File: config.mk
export PLATFORM = sky130hd
export DESIGN_NAME = acx_front
export DESIGN_NICKNAME = d
export VERILOG_FILES = /design/src/sv/acx_pkg.sv /design/src/sv/acx_front.sv
export SDC_FILE = /design/constraint.sdc
export NUM_CORES = 1
export LEC_CHECK = 0
export ABC_AREA = 1
export BUFFER_PORTS_ARGS = -buffer_cell sky130_fd_sc_hd__buf_2
export CORE_UTILIZATION = 30
export CTS_CLUSTER_SIZE = 28
export DETAILED_ROUTE_END_ITERATION = 16
export GPL_TIMING_DRIVEN = 0
export PLACE_DENSITY = 0.51
export SKIP_LAST_GASP = 1
export SLEW_MARGIN = 20
export SYNTH_ARGS = -nofsm -noshare
export SYNTH_HDL_FRONTEND = slang
export SYNTH_SLANG_ARGS = --single-unit
File: constraint.sdc
create_clock -name clk_i -period 24.1 [get_ports clk_i]
set_input_delay 4.82 -clock clk_i [delete_from_list [all_inputs] [get_ports clk_i]]
set_output_delay 4.82 -clock clk_i [all_outputs]
set_load 0.02 [all_outputs]
File: src/sv/acx_pkg.sv
// ----------------------------------------------------------------------------
// acx_pkg
// Types, constants and AES functions for the AES-256 CTR keystream XOR block.
// ----------------------------------------------------------------------------
`timescale 1ns / 1ps

package acx_pkg;

  localparam int unsigned BlockBytes = 16;
  localparam int unsigned PosW       = 4;
  localparam int unsigned NumKeyRegs = 4;
  localparam int unsigned CfgIdxW    = 2;
  localparam int unsigned NumRounds  = 14;
  localparam int unsigned RoundW     = 4;
  localparam int unsigned QueueDepth = 2;

  typedef enum logic {
    ACT_DATA = 1'b0,
    ACT_LOAD = 1'b1
  } action_e;

  typedef enum logic [CfgIdxW-1:0] {
    REG_KEY_WORD0 = 2'd0,
    REG_KEY_WORD1 = 2'd1,
    REG_KEY_WORD2 = 2'd2,
    REG_KEY_WORD3 = 2'd3
  } reg_idx_e;

  typedef struct packed {
    logic        action;
    logic [7:0]  data_byte;
    logic        last_of_call;
    logic [63:0] counter_high;
    logic [63:0] counter_low;
  } in_word_t;

  typedef struct packed {
    logic [7:0]  out_byte;
    logic        call_done;
    logic [63:0] next_counter_high;
    logic [63:0] next_counter_low;
  } out_word_t;

  // Classified data byte passed from front to back.
  typedef struct packed {
    logic         new_block;
    logic [127:0] ctr;
    logic [127:0] next_ctr;
    logic [PosW-1:0] pos;
    logic [7:0]   data_byte;
    logic         last;
  } job_t;

  function automatic logic [7:0] sbox(input logic [7:0] a);
    logic [7:0] r;
    unique case (a)
      8'h00: r=8'h63; 8'h01: r=8'h7c; 8'h02: r=8'h77; 8'h03: r=8'h7b;
      8'h04: r=8'hf2; 8'h05: r=8'h6b; 8'h06: r=8'h6f; 8'h07: r=8'hc5;
      8'h08: r=8'h30; 8'h09: r=8'h01; 8'h0a: r=8'h67; 8'h0b: r=8'h2b;
      8'h0c: r=8'hfe; 8'h0d: r=8'hd7; 8'h0e: r=8'hab; 8'h0f: r=8'h76;
      8'h10: r=8'hca; 8'h11: r=8'h82; 8'h12: r=8'hc9; 8'h13: r=8'h7d;
      8'h14: r=8'hfa; 8'h15: r=8'h59; 8'h16: r=8'h47; 8'h17: r=8'hf0;
      8'h18: r=8'had; 8'h19: r=8'hd4; 8'h1a: r=8'ha2; 8'h1b: r=8'haf;
      8'h1c: r=8'h9c; 8'h1d: r=8'ha4; 8'h1e: r=8'h72; 8'h1f: r=8'hc0;
      8'h20: r=8'hb7; 8'h21: r=8'hfd; 8'h22: r=8'h93; 8'h23: r=8'h26;
      8'h24: r=8'h36; 8'h25: r=8'h3f; 8'h26: r=8'hf7; 8'h27: r=8'hcc;
      8'h28: r=8'h34; 8'h29: r=8'ha5; 8'h2a: r=8'he5; 8'h2b: r=8'hf1;
      8'h2c: r=8'h71; 8'h2d: r=8'hd8; 8'h2e: r=8'h31; 8'h2f: r=8'h15;
      8'h30: r=8'h04; 8'h31: r=8'hc7; 8'h32: r=8'h23; 8'h33: r=8'hc3;
      8'h34: r=8'h18; 8'h35: r=8'h96; 8'h36: r=8'h05; 8'h37: r=8'h9a;
      8'h38: r=8'h07; 8'h39: r=8'h12; 8'h3a: r=8'h80; 8'h3b: r=8'he2;
      8'h3c: r=8'heb; 8'h3d: r=8'h27; 8'h3e: r=8'hb2; 8'h3f: r=8'h75;
      8'h40: r=8'h09; 8'h41: r=8'h83; 8'h42: r=8'h2c; 8'h43: r=8'h1a;
      8'h44: r=8'h1b; 8'h45: r=8'h6e; 8'h46: r=8'h5a; 8'h47: r=8'ha0;
      8'h48: r=8'h52; 8'h49: r=8'h3b; 8'h4a: r=8'hd6; 8'h4b: r=8'hb3;
      8'h4c: r=8'h29; 8'h4d: r=8'he3; 8'h4e: r=8'h2f; 8'h4f: r=8'h84;
      8'h50: r=8'h53; 8'h51: r=8'hd1; 8'h52: r=8'h00; 8'h53: r=8'hed;
      8'h54: r=8'h20; 8'h55: r=8'hfc; 8'h56: r=8'hb1; 8'h57: r=8'h5b;
      8'h58: r=8'h6a; 8'h59: r=8'hcb; 8'h5a: r=8'hbe; 8'h5b: r=8'h39;
      8'h5c: r=8'h4a; 8'h5d: r=8'h4c; 8'h5e: r=8'h58; 8'h5f: r=8'hcf;
      8'h60: r=8'hd0; 8'h61: r=8'hef; 8'h62: r=8'haa; 8'h63: r=8'hfb;
      8'h64: r=8'h43; 8'h65: r=8'h4d; 8'h66: r=8'h33; 8'h67: r=8'h85;
      8'h68: r=8'h45; 8'h69: r=8'hf9; 8'h6a: r=8'h02; 8'h6b: r=8'h7f;
      8'h6c: r=8'h50; 8'h6d: r=8'h3c; 8'h6e: r=8'h9f; 8'h6f: r=8'ha8;
      8'h70: r=8'h51; 8'h71: r=8'ha3; 8'h72: r=8'h40; 8'h73: r=8'h8f;
      8'h74: r=8'h92; 8'h75: r=8'h9d; 8'h76: r=8'h38; 8'h77: r=8'hf5;
      8'h78: r=8'hbc; 8'h79: r=8'hb6; 8'h7a: r=8'hda; 8'h7b: r=8'h21;
      8'h7c: r=8'h10; 8'h7d: r=8'hff; 8'h7e: r=8'hf3; 8'h7f: r=8'hd2;
      8'h80: r=8'hcd; 8'h81: r=8'h0c; 8'h82: r=8'h13; 8'h83: r=8'hec;
      8'h84: r=8'h5f; 8'h85: r=8'h97; 8'h86: r=8'h44; 8'h87: r=8'h17;
      8'h88: r=8'hc4; 8'h89: r=8'ha7; 8'h8a: r=8'h7e; 8'h8b: r=8'h3d;
      8'h8c: r=8'h64; 8'h8d: r=8'h5d; 8'h8e: r=8'h19; 8'h8f: r=8'h73;
      8'h90: r=8'h60; 8'h91: r=8'h81; 8'h92: r=8'h4f; 8'h93: r=8'hdc;
      8'h94: r=8'h22; 8'h95: r=8'h2a; 8'h96: r=8'h90; 8'h97: r=8'h88;
      8'h98: r=8'h46; 8'h99: r=8'hee; 8'h9a: r=8'hb8; 8'h9b: r=8'h14;
      8'h9c: r=8'hde; 8'h9d: r=8'h5e; 8'h9e: r=8'h0b; 8'h9f: r=8'hdb;
      8'ha0: r=8'he0; 8'ha1: r=8'h32; 8'ha2: r=8'h3a; 8'ha3: r=8'h0a;
      8'ha4: r=8'h49; 8'ha5: r=8'h06; 8'ha6: r=8'h24; 8'ha7: r=8'h5c;
      8'ha8: r=8'hc2; 8'ha9: r=8'hd3; 8'haa: r=8'hac; 8'hab: r=8'h62;
      8'hac: r=8'h91; 8'had: r=8'h95; 8'hae: r=8'he4; 8'haf: r=8'h79;
      8'hb0: r=8'he7; 8'hb1: r=8'hc8; 8'hb2: r=8'h37; 8'hb3: r=8'h6d;
      8'hb4: r=8'h8d; 8'hb5: r=8'hd5; 8'hb6: r=8'h4e; 8'hb7: r=8'ha9;
      8'hb8: r=8'h6c; 8'hb9: r=8'h56; 8'hba: r=8'hf4; 8'hbb: r=8'hea;
      8'hbc: r=8'h65; 8'hbd: r=8'h7a; 8'hbe: r=8'hae; 8'hbf: r=8'h08;
      8'hc0: r=8'hba; 8'hc1: r=8'h78; 8'hc2: r=8'h25; 8'hc3: r=8'h2e;
      8'hc4: r=8'h1c; 8'hc5: r=8'ha6; 8'hc6: r=8'hb4; 8'hc7: r=8'hc6;
      8'hc8: r=8'he8; 8'hc9: r=8'hdd; 8'hca: r=8'h74; 8'hcb: r=8'h1f;
      8'hcc: r=8'h4b; 8'hcd: r=8'hbd; 8'hce: r=8'h8b; 8'hcf: r=8'h8a;
      8'hd0: r=8'h70; 8'hd1: r=8'h3e; 8'hd2: r=8'hb5; 8'hd3: r=8'h66;
      8'hd4: r=8'h48; 8'hd5: r=8'h03; 8'hd6: r=8'hf6; 8'hd7: r=8'h0e;
      8'hd8: r=8'h61; 8'hd9: r=8'h35; 8'hda: r=8'h57; 8'hdb: r=8'hb9;
      8'hdc: r=8'h86; 8'hdd: r=8'hc1; 8'hde: r=8'h1d; 8'hdf: r=8'h9e;
      8'he0: r=8'he1; 8'he1: r=8'hf8; 8'he2: r=8'h98; 8'he3: r=8'h11;
      8'he4: r=8'h69; 8'he5: r=8'hd9; 8'he6: r=8'h8e; 8'he7: r=8'h94;
      8'he8: r=8'h9b; 8'he9: r=8'h1e; 8'hea: r=8'h87; 8'heb: r=8'he9;
      8'hec: r=8'hce; 8'hed: r=8'h55; 8'hee: r=8'h28; 8'hef: r=8'hdf;
      8'hf0: r=8'h8c; 8'hf1: r=8'ha1; 8'hf2: r=8'h89; 8'hf3: r=8'h0d;
      8'hf4: r=8'hbf; 8'hf5: r=8'he6; 8'hf6: r=8'h42; 8'hf7: r=8'h68;
      8'hf8: r=8'h41; 8'hf9: r=8'h99; 8'hfa: r=8'h2d; 8'hfb: r=8'h0f;
      8'hfc: r=8'hb0; 8'hfd: r=8'h54; 8'hfe: r=8'hbb; 8'hff: r=8'h16;
      default: r = 8'h00;
    endcase
    return r;
  endfunction

  function automatic logic [31:0] sub_word(input logic [31:0] w);
    return {sbox(w[31:24]), sbox(w[23:16]), sbox(w[15:8]), sbox(w[7:0])};
  endfunction

  function automatic logic [7:0] xtime(input logic [7:0] b);
    return {b[6:0], 1'b0} ^ (b[7] ? 8'h1b : 8'h00);
  endfunction

  // State byte i is bits [127-8i -: 8], column-major as in FIPS-197.
  function automatic logic [127:0] sub_shift(input logic [127:0] s);
    logic [127:0] t;
    for (int c = 0; c < 4; c++) begin
      for (int r = 0; r < 4; r++) begin
        t[127-8*(r+4*c) -: 8] = sbox(s[127-8*(r+4*((c+r)%4)) -: 8]);
      end
    end
    return t;
  endfunction

  function automatic logic [127:0] mix_columns(input logic [127:0] t);
    logic [127:0] s;
    logic [7:0] a0, a1, a2, a3, al;
    for (int c = 0; c < 4; c++) begin
      a0 = t[127-32*c -: 8];
      a1 = t[119-32*c -: 8];
      a2 = t[111-32*c -: 8];
      a3 = t[103-32*c -: 8];
      al = a0 ^ a1 ^ a2 ^ a3;
      s[127-32*c -: 8] = a0 ^ al ^ xtime(a0 ^ a1);
      s[119-32*c -: 8] = a1 ^ al ^ xtime(a1 ^ a2);
      s[111-32*c -: 8] = a2 ^ al ^ xtime(a2 ^ a3);
      s[103-32*c -: 8] = a3 ^ al ^ xtime(a3 ^ a0);
    end
    return s;
  endfunction

  // Next eight key words from the previous eight (one 256-bit step).
  function automatic logic [255:0] key_step(input logic [255:0] k, input logic [7:0] rc);
    logic [31:0] w [8];
    logic [31:0] t;
    for (int i = 0; i < 8; i++) w[i] = k[255-32*i -: 32];
    t = sub_word({w[7][23:0], w[7][31:24]}) ^ {rc, 24'h0};
    w[0] = w[0] ^ t;
    for (int i = 1; i < 4; i++) w[i] = w[i] ^ w[i-1];
    w[4] = w[4] ^ sub_word(w[3]);
    for (int i = 5; i < 8; i++) w[i] = w[i] ^ w[i-1];
    return {w[0], w[1], w[2], w[3], w[4], w[5], w[6], w[7]};
  endfunction

endpackage

File: src/sv/acx_front.sv
// ----------------------------------------------------------------------------
// acx_front
// Accepts words, handles counter loads and byte position, and queues one job
// per data byte for the cipher back end.
// ----------------------------------------------------------------------------
`timescale 1ns / 1ps

module acx_front (
  input  logic               clk_i,
  input  logic               rst_ni,
  input  logic               in_valid_i,
  output logic               in_stall_o,
  input  acx_pkg::in_word_t  in_word_i,
  output logic               job_valid_o,
  input  logic               job_take_i,
  output acx_pkg::job_t      job_o
);

  logic [127:0]             ctr_q, ctr_d;
  logic [acx_pkg::PosW-1:0] pos_q, pos_d;
  acx_pkg::job_t            q_mem [acx_pkg::QueueDepth];
  logic                     wr_q, rd_q;
  logic [1:0]               cnt_q;
  logic                     accept, push, pop, wrap;
  logic [127:0]             inc;

  assign in_stall_o = (cnt_q == 2'(acx_pkg::QueueDepth));
  assign accept     = in_valid_i && !in_stall_o;
  assign push       = accept && (in_word_i.action == acx_pkg::ACT_DATA);
  assign pop        = job_valid_o && job_take_i;
  assign inc        = ctr_q + 128'd1;
  assign wrap       = in_word_i.last_of_call || (pos_q == '1);

  // Counter and byte position bookkeeping.
  always_comb begin
    ctr_d = ctr_q;
    pos_d = pos_q;
    if (accept) begin
      if (in_word_i.action == acx_pkg::ACT_LOAD) begin
        ctr_d = {in_word_i.counter_high, in_word_i.counter_low};
        pos_d = '0;
      end else if (wrap) begin
        ctr_d = inc;
        pos_d = '0;
      end else begin
        pos_d = pos_q + 1'b1;
      end
    end
  end

  always_ff @(posedge clk_i or negedge rst_ni) begin
    if (!rst_ni) begin
      ctr_q <= '0;
      pos_q <= '0;
      wr_q  <= 1'b0;
      rd_q  <= 1'b0;
      cnt_q <= '0;
    end else begin
      ctr_q <= ctr_d;
      pos_q <= pos_d;
      if (push) wr_q <= ~wr_q;
      if (pop)  rd_q <= ~rd_q;
      cnt_q <= cnt_q + {1'b0, push} - {1'b0, pop};
    end
  end

  // Two-entry job queue.
  always_ff @(posedge clk_i) begin
    if (push) begin
      q_mem[wr_q] <= '{new_block: (pos_q == '0), ctr: ctr_q, next_ctr: inc,
                       pos: pos_q, data_byte: in_word_i.data_byte,
                       last: in_word_i.last_of_call};
    end
  end

  assign job_valid_o = (cnt_q != '0);
  assign job_o       = q_mem[rd_q];

endmodule

==> results by group <==
Synth
  – Syn. warnings: 0
  – Area share of the largest cell type after synthesis: 52.2%
  – Yosys cell types: 26
  – Synthesized flop and latch total: slightly below 700
  – FFs w/ async S/R, synth: a little over 20%
  – Post-synth top flop: edfxtp_1
  – Seq/Total Area, Yosys: 63.2%
  – Mapped cell area: 31,100 um2
  – Post-synth EDFFs: 540
  – Post-Synthesis Cells: between 3,000 and 4,000
  – Count leader, synth: nand2_1
  – Most frequent cells after synthesis: 1,639 x nand2_1, 540 x edfxtp_1, 485 x nor2_1
  – Main area contributors after synthesis: edfxtp_1 52%, nand2_1 20%, dfrtp_1 11%
  – Synth Net Count: 3,617
  – Leading area contributor after synthesis: edfxtp_1
  – Syn Area/Cell: 8.95 um2

STA
  – Final hold slack: 0.531 ns
  – RSZ-0062 raised after global routing: no
  – Final setup vio count: 0
  – Total count of max-transition violations in the final report: 0
  – Period Utilization, post-route: 36.0%
  – Minimum clock period: roughly 8.7 ns
  – Slew margin rel.: 25.9%
  – Fmax: about 120 MHz
  – Skew final: 0.0362 ns
  – Final hold viol count: 0
  – Worst slew pin tran: 1.11 ns
  – Final WS setup: between 15 and 20 ns

Status
  – Outcome: completed

Floorplan
  – DIE WIDTH: ~320 um
  – FP Rows: approximately 120
  – Die area: around 100,000 um2
  – Total core area: 102,000 um2
  – Die Span Y: about 320 um
  – Io pins: roughly 410
  – Initial core utilization: 30.4%

CTS
  – Clock sink total: a little under 700
  – CTS tree: yes
  – Post-CTS Setup Bufs: 0
  – Clock transition at path regs: about 0.060 ns
  – Skew-Pair Late Insertion Delay: between 0.6 and 0.7 ns
  – CTS root buf: clkbuf_16
  – Hold-fix buffers, CTS: 0
  – Clock tree buffer depth: 3
  – Total CTS buffers: 77
  – Post-cts sizing count: 0
  – H-tree lvl count: 3

Setup path
  – Slowest-stage cell, CP: clkbuf_1
  – Setup crit start kind: flip-flop
  – Critical path cell sequence: clkbuf_1, inv_2, clkbuf_2, clkbuf_1, nand2_1, nand2_1, buf_2
  – FF-to-FF setup slack: around 21 ns
  – CP Launch Point: rd_q$_DFFE_PN0P_
  – CP Capture Point: job_o[238]
  – CP max stage delay: approximately 0.74 ns
  – Worst R2R Start: cnt_q[1]$_DFF_PN0_
  – Worst path required time: a little under 20 ns
  – Reg-to-reg endpoint: q_mem[1][253]$_DFFE_PP_
  – Critical Path AT: between 3 and 4 ns
  – CP endpoint kind: output port
  – CP Class: reg2out
  – Register-to-Register Path Depth: 11
  – CP max FO: 10

Placed design
  – Post-DP HPWL: between 90,000 and 100,000 um
  – Post-Place Cell Area: 35,700 um2
  – RD Place Congestion: between 0.9 and 1
  – Port Buffers: 412
  – Pre-CTS setup slack: approximately 15 ns

Power and ir drop
  – Overall Power: 5.05 mW
  – Pint: 2.91 mW
  – Power Density: 131 nW/um2
  – Clock power frac: between 20% and 30%
  – Sw frac: approximately 42%
  – Maximum resistive drop on vdd: approximately 0.00005 V
  – Comb pwr share: a little under two fifths
  – Lkg Pwr: between 15 and 20 nW
  – Switching power: between 2 and 2.5 mW
  – Sequential fraction of design power: between 30% and 40%

Layout
  – Share of layout cells above drive strength 1: between 10% and 20%
  – # fillers: between 10,000 and 15,000
  – Final nets: between 4,000 and 5,000
  – Design area: ~38,000 um2
  – Final core utilization: a little under two fifths
  – Area delta synth->final: 23.5%

Worst hold path
  – Hold Path Class: reg2reg

Drt
  – Drt drc: 0
  – Total vias in the final route: 25,800
  – WL final: ~120,000 um
  – Initial drt markers: roughly 2,500
  – Routed Antenna Nets: 0
  – WL/cell: approximately 23 um
  – Drt pass-1 iters: 8
  – Drt via density: roughly 4.8

Global routing
  – Total gr overflow: 0
  – First-pass GRT wire length: between 150,000 and 200,000 um
  – GRT Util Overall: between 20% and 30%
  – Antenna violations before repair: 15
  – Largest net degree at the start of global routing: 77
  – Vias in the first global route: approximately 24,000

Run
  – Max-cap violations: 0
## flip-flops by register name, indices dropped and copies added, names as in the netlist
signal	count
pos_q	4
wr_q	1
cnt_q	2
q_mem	540
rd_q	1
ctr_q	128
## cell type report
type / count / area (um2) / share of cell area (%)
antenna: 5 / 12.5 / 0.0326
clock buffer: 104 / 2140 / 5.58
sequential: 676 / 19600 / 51.1
timing repair buffer: 443 / 2860 / 7.45
buffer: 115 / 467 / 1.22
inverter: 163 / 612 / 1.59
tap: 1368 / 1710 / 4.46
clock inverter: 40 / 561 / 1.46
multi-input combinational: 2516 / 10400 / 27.1
## metal layers
| metal | vias to the layer above | track usage (%) | part of all wire, % |
|---|---|---|---|
| met5 | - | 0 | 0.057 |
| met4 | 12 | 7.20 | 2.7 |
| li1 | 12200 | - | - |
| met3 | 158 | 3.61 | 7.0 |
| met2 | 948 | 36.7 | 46 |
| met1 | 12400 | 32.8 | 45 |
## per-stage QoR
| step | TNS, ns | cells |
|---|---|---|
| 2_1_floorplan | 0 | 3470 |
| 3_3_place_gp | -1752.89 | 5250 |
| 6_report | 0 | 5430 |
| 3_5_place_dp | 0 | 5281 |
| 5_1_grt | 0 | 5428 |
| 4_1_cts | 0 | 5425 |
## critical path, delay by kind of cell (launching register included)
family | cells | cell delay (ns)
buffers and inverters | 5 | 2.43
DFF | 1 | 0.36
and+or+nand+nor | 2 | 0.37
## how the worst min path moves through the flow
stage	from	endpoint	slack (ns)	cells after the start
floorplan	pos_q[3]$_DFFE_PN0N_	q_mem[0][12]$_DFFE_PP_	0.46	0
global placement	ctr_q[27]$_DFFE_PN0P_	q_mem[0][168]$_DFFE_PP_	0.51	0
detailed placement	ctr_q[27]$_DFFE_PN0P_	q_mem[1][168]$_DFFE_PP_	0.52	0
CTS	ctr_q[27]$_DFFE_PN0P_	q_mem[1][168]$_DFFE_PP_	0.53	0
global route	ctr_q[27]$_DFFE_PN0P_	q_mem[1][168]$_DFFE_PP_	0.54	0
finish	ctr_q[27]$_DFFE_PN0P_	q_mem[1][168]$_DFFE_PP_	0.53	0
## power groups by stage
stage | logic, mW | clock network [mW] | registers, mW
after floorplan | 1.07 | 0 | 1.90
after CTS | 1.87 | 1.27 | 1.94
after detailed placement | 1.86 | 0 | 1.96
after global placement | 1.79 | 0 | 2.06
after global routing | 2.02 | 1.31 | 1.98
final | 1.85 | 1.25 | 1.95
## kinds of logic after synthesis
kind of cell             share of synthesized area [%]
AND/OR/NAND/NOR                                   29.5
XOR/XNOR                                          1.13
flip-flops                                        63.2
AO/OA/AOI/OAI                                     2.59
buffers and inverters                             3.45
adder cells (fa/ha/maj)                          0.201
## cell usage in the layout (no fill, tap or decap), drive strengths merged
| cell | count |
|---|---|
| nand3b | 16 |
| nand3 | 117 |
| o21ai | 57 |
| xor2 | 38 |
| dfrtp | 136 |
| and2 | 9 |
| nand2 | 1655 |
| diode | 5 |
| a31oi | 2 |
| nor2 | 519 |
| clkinvlp | 3 |
| clkbuf | 187 |
| bufinv | 11 |
| or2 | 1 |
| clkinv | 23 |
| inv | 166 |
| a21oi | 71 |
| ha | 5 |
| xnor2 | 2 |
| edfxtp | 540 |
| buf | 475 |
| o22ai | 24 |
(Power assumes the default switching activity.)
